==> src/design/rau_pkg.sv <==
`timescale 1ns / 1ps
package rau_pkg;
   localparam int WIDTH_DEFAULT = 32;
   localparam int MAG_W = 64;
   localparam int CNT_W = 7;

   localparam logic [2:0] FUNC_MAKE = 3'd0;
   localparam logic [2:0] FUNC_ADD  = 3'd1;
   localparam logic [2:0] FUNC_SUB  = 3'd2;
   localparam logic [2:0] FUNC_MUL  = 3'd3;
   localparam logic [2:0] FUNC_DIV  = 3'd4;
   localparam logic [2:0] FUNC_CMP  = 3'd5;

   localparam logic [1:0] ST_OK    = 2'd0;
   localparam logic [1:0] ST_ZERO  = 2'd1;
   localparam logic [1:0] ST_OVFL  = 2'd2;

   // classified item handed from front to back
   typedef struct packed {
      logic [1:0]  status;
      logic        is_cmp;
      logic        is_equal;
      logic        neg;
      logic [63:0] p_mag;
      logic [63:0] q_mag;
   } job_type;

   localparam int JOB_W = $bits(job_type);
endpackage

==> src/design/rau_queue.sv <==
`timescale 1ns / 1ps
// Two-entry queue between front and back.
module rau_queue
   import rau_pkg::*;
(
   input  logic    clock,
   input  logic    reset,
   input  logic    wr_valid,
   output logic    wr_ready,
   input  job_type wr_data,
   output logic    rd_valid,
   input  logic    rd_ready,
   output job_type rd_data
);
   job_type    mem_ff [2];
   logic       wp_ff, rp_ff;
   logic [1:0] cnt_ff;
   logic       wr, rd;

   assign wr_ready = (cnt_ff != 2'd2);
   assign rd_valid = (cnt_ff != 2'd0);
   assign rd_data  = mem_ff[rp_ff];
   assign wr = wr_valid && wr_ready;
   assign rd = rd_valid && rd_ready;

   always_ff @(posedge clock) begin
      if (wr) mem_ff[wp_ff] <= wr_data;
   end

   always_ff @(posedge clock) begin
      if (reset) begin
         wp_ff <= 1'b0; rp_ff <= 1'b0; cnt_ff <= 2'd0;
      end else begin
         if (wr) wp_ff <= ~wp_ff;
         if (rd) rp_ff <= ~rp_ff;
         cnt_ff <= cnt_ff + {1'b0, wr} - {1'b0, rd};
      end
   end
endmodule

==> config.mk <==
export PLATFORM = sky130hd
export DESIGN_NAME = rau_queue
export DESIGN_NICKNAME = d
export VERILOG_FILES = /design/src/design/rau_pkg.sv /design/src/design/rau_queue.sv
export SDC_FILE = /design/constraint.sdc
export NUM_CORES = 1
export LEC_CHECK = 0
export ABC_AREA = 0
export BUFFER_PORTS_ARGS = -buffer_cell sky130_fd_sc_hd__buf_4
export CAP_MARGIN = 20
export CORE_UTILIZATION = 52
export DETAILED_ROUTE_END_ITERATION = 10
export PLACE_DENSITY = 0.79
export SYNTH_ARGS = -nofsm -noshare
export SYNTH_HDL_FRONTEND = slang
export SYNTH_SLANG_ARGS = --single-unit
==> constraint.sdc <==
create_clock -name clock -period 8.5 [get_ports clock]
set_input_delay 0.425 -clock clock [delete_from_list [all_inputs] [get_ports clock]]
set_output_delay 0.425 -clock clock [all_outputs]
set_load 0.01 [all_outputs]
==> impl_metrics.toml <==
[run_status]
status = "completed"

[cells_and_area]
drive_above_1_share_pct = 60.29
multi_input_area_mm2 = 0.001897
diodes = 0
area_growth_pct = 31.63
fin_cells = 1008
fin_nets = 867
fillers = 1200
seqCellArea_mm2 = 0.008092

[power_and_ir_drop]
p_per_area_mw_per_mm2 = 297.4
ir_worst_vdd_mv = 0.2319
power_leakage_nw = 5.094

[yosys]
synth.ff_latch_count = 271
netlist.top_cell.by_area = "edfxtp_1"
yosysWarnings = 0
synth-simple-area-share_pct = 0.5323
synth.area.top_cells = "edfxtp_1, mux2_4, mux2_2"
synthMuxAreaShare_pct = 17.53
synth_top_family_by_area = "multiplexers"
yosysSeqAreaShare_pct = 80.02
synth_fa_ha_area_share_pct = 0.2476
synth_xor_area_share_pct = 0.2600
avgSynthCellArea_um2 = 23.08
synth_compound_area_share_pct = 0.07428
synth_top_area_share_pct = 79.03
postSynthCellCount = 438
synth_fp_nets = 577
synth.distinct_cells = 17
syn-cell-area_mm2 = 0.01011

[clock_tree]
cts_tree = "built"
clkTransAtPathRegs_ps = 60
clk_path_buf_depth = 3
htreeDepth = 1
cts_resized = 0
insertion_delay_ps = 520
ctsHoldBuffers = 0
clkSinkCount = 271
cts_root_buf = "clkbuf_16"
numCtsBuffers = 28
post_cts_buffers = 0

[critical_path]
cpMostUsedCell = "buf_4"
criticalPathCategory = "reg2out"
crit_path_start_kind = "flip-flop"
crit_chain = "buf_4 -> mux2_2 -> buf_4"
slowest_delay_ps = 1000
crit_fanout = 72
cp.arrival_ps = 3170
end_kind = "output pin"
crit_required_ps = 8080
critPathSlowestCell = "dfxtp_4"

[timing]
setup_ws_ps = 4902
fin_crit_sh_pct = 42.33
slew_headroom_pct = 26.40
max_freq_mhz = 278.0
slew_violations = 0
rsz0062_at_grt = "false"
skew_ps = 11.90
setup_tns_ps = 0
setup_violations = 0
hold_viol = 0
worst_slew_pin_slew_ps = 1104
period_needed_ps = 3598

[die]
io_pins = 272
coreArea_mm2 = 0.01889
die_h_um = 141.4
num_rows = 50
die-area_mm2 = 0.02000
die_x_um = 141.4
start_util_pct = 53.50

[route]
routedWlPerCell_um = 18.76
ant_nets = 0
vias = 5047
wirelength_um = 18910
drc_errors = 0
drt_iter0_markers = 181
drt_pass1_iterations = 4
routed_via_density = 5.007

[place]
gp_congestion = 0.7497
post-place-ws_ps = 5424
dp_hpwl_um = 12570
place_inst = 958
port_buffers = 271

[job]
maxCapViolCount = 0

[global_route]
grt_max_degree = 76
grt_use_total_pct = 18.31
antenna_found_initial = 0
grt-ovfl-total = 0
grt_pass1_vias = 5303
grt_first_pass_wirelength_um = 27970

[worst_hold_path]
hold_path_class = "in2reg"
stage by stage:
stage	hold WS (ps)	cell area, µm²	utilization [%]	total power, mW
after detailed placement	521.0	12380	65.54	2.797
after global placement	495.7	12380	65.54	2.763
after floorplan	481.0	10110	-	2.384
final	80.90	13300	70.42	3.956
after global routing	60.47	13300	70.42	4.123
after CTS	63.83	13300	70.42	4.009
path summary, 6_finish.rpt:
check                            start                 endpoint  slack [ps]  cells after the start
setup / recovery             flip-flop              rd_data[49]        4900                      3
hold / removal             wr_data[49]  mem_ff[1][49]$_DFFE_PP_          80                      1
setup reg to reg  cnt_ff[0]$_SDFF_PP0_  mem_ff[1][40]$_DFFE_PP_        5840                      3
hold reg to reg     rp_ff$_SDFFE_PP0P_                flip-flop         550                      2
cells by family after synthesis:
| family | Yosys count |
|---|---|
| AO/OA/AOI/OAI | 1 |
| AND/OR/NAND/NOR | 11 |
| buffers and inverters | 16 |
| XOR/XNOR | 3 |
| multiplexers | 134 |
| adder cells (fa/ha/maj) | 2 |
| flip-flops | 271 |
layout by cell type, fill, tap and decap left out, types with 2 or more instances in the layout:
| master | n |
|---|---|
| buf_4 | 275 |
| bufinv_16 | 4 |
| clkbuf_1 | 6 |
| clkbuf_16 | 29 |
| clkinv_1 | 6 |
| clkinv_2 | 3 |
| dfxtp_1 | 4 |
| edfxtp_1 | 266 |
| ha_1 | 2 |
| mux2_2 | 64 |
| mux2_4 | 70 |
| nor2_1 | 4 |
| nor2b_1 | 2 |
| xnor2_1 | 2 |
synth_stat cells:
cell	count
edfxtp_1	266
mux2_4	70
ha_1	2
xnor2_1	2
dfxtp_1	5
xor2_1	1
nand2_1	1
nor2_1	5
nand2b_1	1
buf_6	9
nor2b_1	2
buf_2	6
o21a_1	1
mux2_2	64
or2_2	1
inv_1	1
and3_1	1
worst max-delay path, delay by kind of cell (launching register included):
family   cells  cell delay [ps]
flops        1             1000
mux          1              430
buf+inv      2             1120
where the power goes:
part           total [mW]  internal (mW)  switching, mW
logic               0.984          0.554          0.430
clock network        1.20          0.740          0.462
registers            1.77           1.68         0.0881
total                3.96           2.98          0.980
layer usage:
metal | track usage, % | up-vias | part of all wire, %
met5 | 0 | - | 0
met4 | 6.169 | 0 | 2.6
met3 | 6.649 | 39 | 9.9
met2 | 32.31 | 223 | 51
met1 | 20.57 | 2468 | 37
li1 | - | 2317 | -
registers in the layout, summed over array words and instances, names as in the netlist, named ones only:
signal and count:
mem_ff 266, cnt_ff 2, rp_ff 1, wp_ff 1
cell type report:
| cell class | instances | share of cell area, % |
|---|---|---|
| Sequential cell | 271 | 60.82 |
| Clock inverter | 15 | 1.307 |
| Multi-Input combinational cell | 151 | 14.26 |
| Tap cell | 260 | 2.445 |
| Timing Repair Buffer | 275 | 15.52 |
| Inverter | 1 | 0.02821 |
| Clock buffer | 35 | 5.624 |
No activity file was read; power rests on OpenSTA's default activity.
