[config.mk]
export PLATFORM = sky130hd
export DESIGN_NAME = rau_back
export DESIGN_NICKNAME = d
export VERILOG_FILES = /design/src/design/rau_pkg.sv /design/src/design/rau_back.sv
export SDC_FILE = /design/constraint.sdc
export NUM_CORES = 2
export LEC_CHECK = 0
export BUFFER_PORTS_ARGS = -buffer_cell sky130_fd_sc_hd__buf_4
export CAP_MARGIN = 20
export CORE_MARGIN = 2
export CORE_UTILIZATION = 50
export DETAILED_ROUTE_END_ITERATION = 10
export GPL_TIMING_DRIVEN = 1
export HOLD_SLACK_MARGIN = 0.06
export PLACE_DENSITY = 0.65
export SYNTH_ARGS = -nofsm -noshare
export SYNTH_HDL_FRONTEND = slang
export SYNTH_SLANG_ARGS = --single-unit
[constraint.sdc]
create_clock -name clock -period 17.4 [get_ports clock]
set_clock_uncertainty 0.1 [all_clocks]
set_input_delay 2.61 -clock clock [delete_from_list [all_inputs] [get_ports clock]]
set_output_delay 2.61 -clock clock [all_outputs]
set_load 0.05 [all_outputs]
[src/design/rau_pkg.sv]
`timescale 1ns / 1ps
package rau_pkg;
   localparam int WIDTH_DEFAULT = 32;
   localparam int MAG_W = 64;
   localparam int CNT_W = 7;

   localparam logic [2:0] FUNC_MAKE = 3'd0;
   localparam logic [2:0] FUNC_ADD  = 3'd1;
   localparam logic [2:0] FUNC_SUB  = 3'd2;
   localparam logic [2:0] FUNC_MUL  = 3'd3;
   localparam logic [2:0] FUNC_DIV  = 3'd4;
   localparam logic [2:0] FUNC_CMP  = 3'd5;

   localparam logic [1:0] ST_OK    = 2'd0;
   localparam logic [1:0] ST_ZERO  = 2'd1;
   localparam logic [1:0] ST_OVFL  = 2'd2;

   // classified item handed from front to back
   typedef struct packed {
      logic [1:0]  status;
      logic        is_cmp;
      logic        is_equal;
      logic        neg;
      logic [63:0] p_mag;
      logic [63:0] q_mag;
   } job_type;

   localparam int JOB_W = $bits(job_type);
endpackage

[src/design/rau_back.sv]
`timescale 1ns / 1ps
// Back: binary GCD, two restoring divisions, range check, output register.
module rau_back
   import rau_pkg::*;
#(
   parameter int WIDTH = WIDTH_DEFAULT
) (
   input  logic        clock,
   input  logic        reset,
   input  logic        job_valid,
   output logic        job_ready,
   input  job_type     job,
   output logic        out_valid,
   input  logic        out_ready,
   output logic [31:0] res_num,
   output logic [30:0] res_den,
   output logic        is_equal,
   output logic [1:0]  status
);
   localparam logic [2:0] S_IDLE = 3'd0;
   localparam logic [2:0] S_GCD  = 3'd1;
   localparam logic [2:0] S_DIVP = 3'd2;
   localparam logic [2:0] S_DIVQ = 3'd3;
   localparam logic [2:0] S_CHK  = 3'd4;
   localparam logic [2:0] S_OUT  = 3'd5;
   localparam logic [63:0] LIM = 64'd1 << (WIDTH - 1);

   logic [2:0]  state_ff;
   logic        neg_ff;
   logic [63:0] p_ff, q_ff, x_ff, y_ff, g_ff;
   logic [CNT_W-1:0] sh_ff, cnt_ff;
   logic [63:0] quo_ff, rem_ff;
   logic [31:0] num_ff;
   logic [30:0] den_ff;
   logic        eq_ff;
   logic [1:0]  st_ff;

   logic [64:0] rem_sh;
   logic [63:0] dvd;
   assign dvd    = (state_ff == S_DIVP) ? p_ff : q_ff;
   assign rem_sh = {rem_ff, dvd[cnt_ff[5:0]]};

   assign job_ready = (state_ff == S_IDLE);
   assign out_valid = (state_ff == S_OUT);
   assign res_num = num_ff; assign res_den = den_ff;
   assign is_equal = eq_ff; assign status = st_ff;

   always_ff @(posedge clock) begin
      if (reset) begin
         state_ff <= S_IDLE;
      end else begin
         unique case (state_ff)
            S_IDLE: if (job_valid) begin
               p_ff <= job.p_mag; q_ff <= job.q_mag; neg_ff <= job.neg;
               x_ff <= job.p_mag; y_ff <= job.q_mag; sh_ff <= '0;
               num_ff <= '0; den_ff <= '0; eq_ff <= job.is_equal;
               st_ff <= job.status;
               state_ff <= (job.status != ST_OK || job.is_cmp) ? S_OUT : S_GCD;
            end
            // binary gcd: one step a cycle
            S_GCD: begin
               if (x_ff == 64'd0 || y_ff == 64'd0) begin
                  g_ff <= ((x_ff | y_ff) == 64'd0) ? 64'd1 : ((x_ff | y_ff) << sh_ff);
                  cnt_ff <= CNT_W'(63); rem_ff <= '0; quo_ff <= '0;
                  state_ff <= S_DIVP;
               end else if (!x_ff[0] && !y_ff[0]) begin
                  x_ff <= x_ff >> 1; y_ff <= y_ff >> 1; sh_ff <= sh_ff + 1'b1;
               end else if (!x_ff[0]) begin
                  x_ff <= x_ff >> 1;
               end else if (!y_ff[0]) begin
                  y_ff <= y_ff >> 1;
               end else if (x_ff >= y_ff) begin
                  x_ff <= (x_ff - y_ff) >> 1;
               end else begin
                  y_ff <= (y_ff - x_ff) >> 1;
               end
            end
            // restoring division, one quotient bit a cycle
            S_DIVP, S_DIVQ: begin
               quo_ff <= {quo_ff[62:0], rem_sh >= {1'b0, g_ff}};
               if (cnt_ff == '0) begin
                  rem_ff <= '0; cnt_ff <= CNT_W'(63);
                  if (state_ff == S_DIVP) begin
                     p_ff <= {quo_ff[62:0], rem_sh >= {1'b0, g_ff}};
                     state_ff <= S_DIVQ;
                  end else begin
                     q_ff <= {quo_ff[62:0], rem_sh >= {1'b0, g_ff}};
                     state_ff <= S_CHK;
                  end
               end else begin
                  if (rem_sh >= {1'b0, g_ff}) begin
                     rem_ff <= 64'(rem_sh - {1'b0, g_ff});
                  end else begin
                     rem_ff <= rem_sh[63:0];
                  end
                  cnt_ff <= cnt_ff - 1'b1;
               end
            end
            S_CHK: begin
               if (q_ff > LIM - 64'd1 ||
                   (neg_ff ? p_ff > LIM : p_ff > LIM - 64'd1)) begin
                  st_ff <= ST_OVFL;
               end else begin
                  num_ff <= neg_ff ? 32'(-p_ff) : p_ff[31:0];
                  den_ff <= q_ff[30:0];
               end
               state_ff <= S_OUT;
            end
            default: if (out_ready) state_ff <= S_IDLE;
         endcase
      end
   end
endmodule

==> reports/metrics.csv <==
stage;metric;value;unit
logic_synthesis;synth_area_leader_cell;edfxtp_1;
cells_and_area;most-common-layout-cells;629 x nand2_1, 549 x nor2_1, 528 x edfxtp_1;
logic_synthesis;synth_ff_type;edfxtp_1;
die;die_h;288;um
cts;postCtsSetupBuffers;0;
cts;cts-root-buf;clkbuf_16;
die;rows;104;
timing;max-slew-margin-rel;14.5;%
worst_setup_path;slowest_delay;0.93;ns
logic_synthesis;async_reset_ff_share;0;%
worst_setup_path;reg2reg_depth;18;
power_and_ir_drop;power;4.78;mW
cells_and_area;num-fill-cells;7335;
worst_setup_path;cp.arrival;7.47;ns
logic_synthesis;synth_cells;4476;
logic_synthesis;seq_area_frac_synth;39.6;%
drt;drtIter0Drc;5003;
placement;dpl_cell_area;0.0426;mm^2
die;die_w;288;um
drt;first_pass_iters;6;
worst_hold_path;hp-class;register to register;
timing;hold_viol;0;
cells_and_area;multiInputGateArea;0.0221;mm^2
logic_synthesis;syn-cell-area;0.0402;mm^2
logic_synthesis;synth-seq-cells;531;
cells_and_area;ff_latch_area;0.0159;mm^2
worst_setup_path;cp-start-kind;register;
die;pin_count;205;
cts;clkSlewWorstSetupHoldPaths;0.07;ns
power_and_ir_drop;ir_drop;67.7;uV
worst_setup_path;critical_path_class;register to register;
timing;slew_viol_final;0;
global_routing;antenna_found_initial;4;
drt;top_layer;met5;
cells_and_area;final_cells;5667;
cts;cts-buffers-inserted;66;
timing;grt_setup_unrepaired;false;
drt;wl_met3;18200;um
logic_synthesis;synthDistinctLibCells;85;
global_routing;grt_pass1_vias;33800;
global_routing;grt_max_degree;80;
worst_hold_path;hp-start;quo_ff[58];
global_routing;grt_usage;37.5;%
cells_and_area;fin_area;0.0450;mm^2
die;coreArea;0.0800;mm^2
logic_synthesis;syn-num-nets;4877;
timing;setup_viol;0;
global_routing;grt_pass1_wl;228000;um
logic_synthesis;synth.area.top_cells;edfxtp_1 39%, ha_1 8.1%, nand2_1 5.9%;
cts;cts.sinks;531;
run_status;status;complete, no violations;
drt;drc;0;
die;dieArea;0.0827;mm^2
drt;wirelength;158000;um
logic_synthesis;synth_edf_count;528;
drt;vias_per_cell;6.38;
logic_synthesis;synth_warnings;0;
cts;cts_tree;built;
power_and_ir_drop;leakagePower;18.7;nW
global_routing;overflow;0;
worst_setup_path;r2r-end;rem_ff[55];
worst_setup_path;cp_slowest_cell;or4_4;
job;maxCapViolCount;0;
placement;gp_congestion;1.05;
drt;dr_total_vias;36100;
cells_and_area;layout.nets;4952;
timing;fmax;142;MHz
power_and_ir_drop;power_density;106;mW/mm^2
worst_setup_path;worstPathMaxFanout;72;
cts;cts.path.max_buffers;3;
cells_and_area;drive_above_1_share;11.2;%
cts;cts_hold_buf;0;
cts;clk_latency;0.67;ns
drt;avgRoutedWirePerCell;27.8;um
worst_setup_path;crit_chain;nand2_1 > buf_4 > mux4_2 > mux4_2 > mux4_2 > mux2i_1 > ha_1 > nor2b_1 > o2111ai_1 > nand3_1 > a211o_1 > a31oi_1 > a21oi_1 > nand2_1 > nor2_1 > or4_4 > nor2_1 > a22o_1;
timing;tns;0;ns
worst_setup_path;crit_buf_inv;1;
worst_hold_path;min_delay_path_depth;2;
worst_hold_path;hold_path_end;quo_ff[59];
cts;htree_levels;3;
worst_setup_path;r2r_slack;10.34;ns
cts;ctsResizeCount;0;
die;initial_core_util;50.3;%
cells_and_area;syn_to_final_growth;11.8;%
worst_setup_path;critical_path.top_delay_family;simple AND/OR/NAND/NOR gates;
logic_synthesis;synth_top_area_share;39.4;%
logic_synthesis;postSynthAreaPerCell;8.99;um^2
timing;worstMarginPinSlew;1.27;ns
worst_setup_path;r2r_start;state_ff[1];
drt;ant_nets;0;
placement;dp.cells;5542;
worst_setup_path;endpoint_kind;register;
drt;met2WireLength;64700;um
worst_setup_path;crit_top_cell;mux4_2;
placement;hpwl;124000;um
placement;port_buffers;204;
cells_and_area;layout_commonest_cell;nand2_1;
timing;period_share;40.6;%
timing;period_needed;7.06;ns
drt;met1_length;65300;um
worst_setup_path;crit_required;17.81;ns
final cells by class:
| class | instances | share of cell area, % |
|---|---|---|
| antenna | 2 | 0.0111 |
| clock buffer | 77 | 3.85 |
| sequential | 531 | 35.4 |
| multi-input combinational | 3344 | 49.3 |
| timing repair buffer | 259 | 4.36 |
| clock inverter | 45 | 1.25 |
| tap | 1060 | 2.95 |
| inverter | 349 | 2.91 |
flip-flops by register name, indices dropped and copies added (netlist names), 2 cells and up:
| signal | count |
|---|---|
| rem_ff | 64 |
| quo_ff | 63 |
| sh_ff | 7 |
| y_ff | 64 |
| x_ff | 64 |
| p_ff | 64 |
| res_den | 31 |
| cnt_ff | 7 |
| status | 2 |
| q_ff | 64 |
| state_ff | 3 |
| g_ff | 64 |
| res_num | 32 |
report_power, final:
group | total (mW) | internal (mW) | switching [mW]
clock network | 1.46 | 0.826 | 0.631
logic | 1.70 | 0.551 | 1.15
registers | 1.63 | 1.52 | 0.105
per-stage QoR:
stage          setup WS (ns)  util, %  hold slack, ns
2_1_floorplan           3.63        -           0.402
3_3_place_gp           10.45     53.3           0.418
3_5_place_dp           10.27     53.3           0.426
4_1_cts                10.28     56.1           0.404
5_1_grt                 9.72     56.2           0.432
6_report               10.34     56.2           0.417
worst min-delay path, cell delays in order, from the launching register on:
cell and delay [ns]:
edfxtp_1 0.32, nand2_1 0.07, inv_1 0.05
cells in the mapped netlist, types with 71 or more instances:
master / n
a21oi_1: 370
a221oi_1: 71
clkbuf_1: 217
edfxtp_1: 528
ha_1: 261
inv_1: 343
mux2i_1: 85
mux4_2: 89
nand2_1: 630
nor2_1: 552
nor4_1: 91
o21ai_0: 203
xnor2_1: 164
cell families after synthesis:
kind of cell / share of synthesized area (%)
and+or+nand+nor: 18.2
xor gates and xnor gates: 4.86
buffers and inverters: 5.63
AOI/OAI and AO/OA: 16.1
DFF: 39.6
adders and majority gates: 8.27
muxes: 7.35
worst max-delay path by stage:
stage / end / depth (start not counted) / from
after detailed placement: rem_ff[46] / 19 / state_ff[0]
after floorplan: q_ff[0] / 2 / reset
after global placement: rem_ff[56] / 19 / state_ff[0]
final: rem_ff[55] / 18 / state_ff[1]
after CTS: rem_ff[62] / 19 / state_ff[0]
after global routing: rem_ff[62] / 19 / state_ff[0]
routing by layer:
layer / vias to the layer above / global-route usage, %
li1: 16200 / -
met1: 17400 / 52.8
met2: 2097 / 53.0
met3: 360 / 9.45
met4: 2 / 19.7
met5: - / 0
No activity file was read; power rests on OpenSTA's default activity.
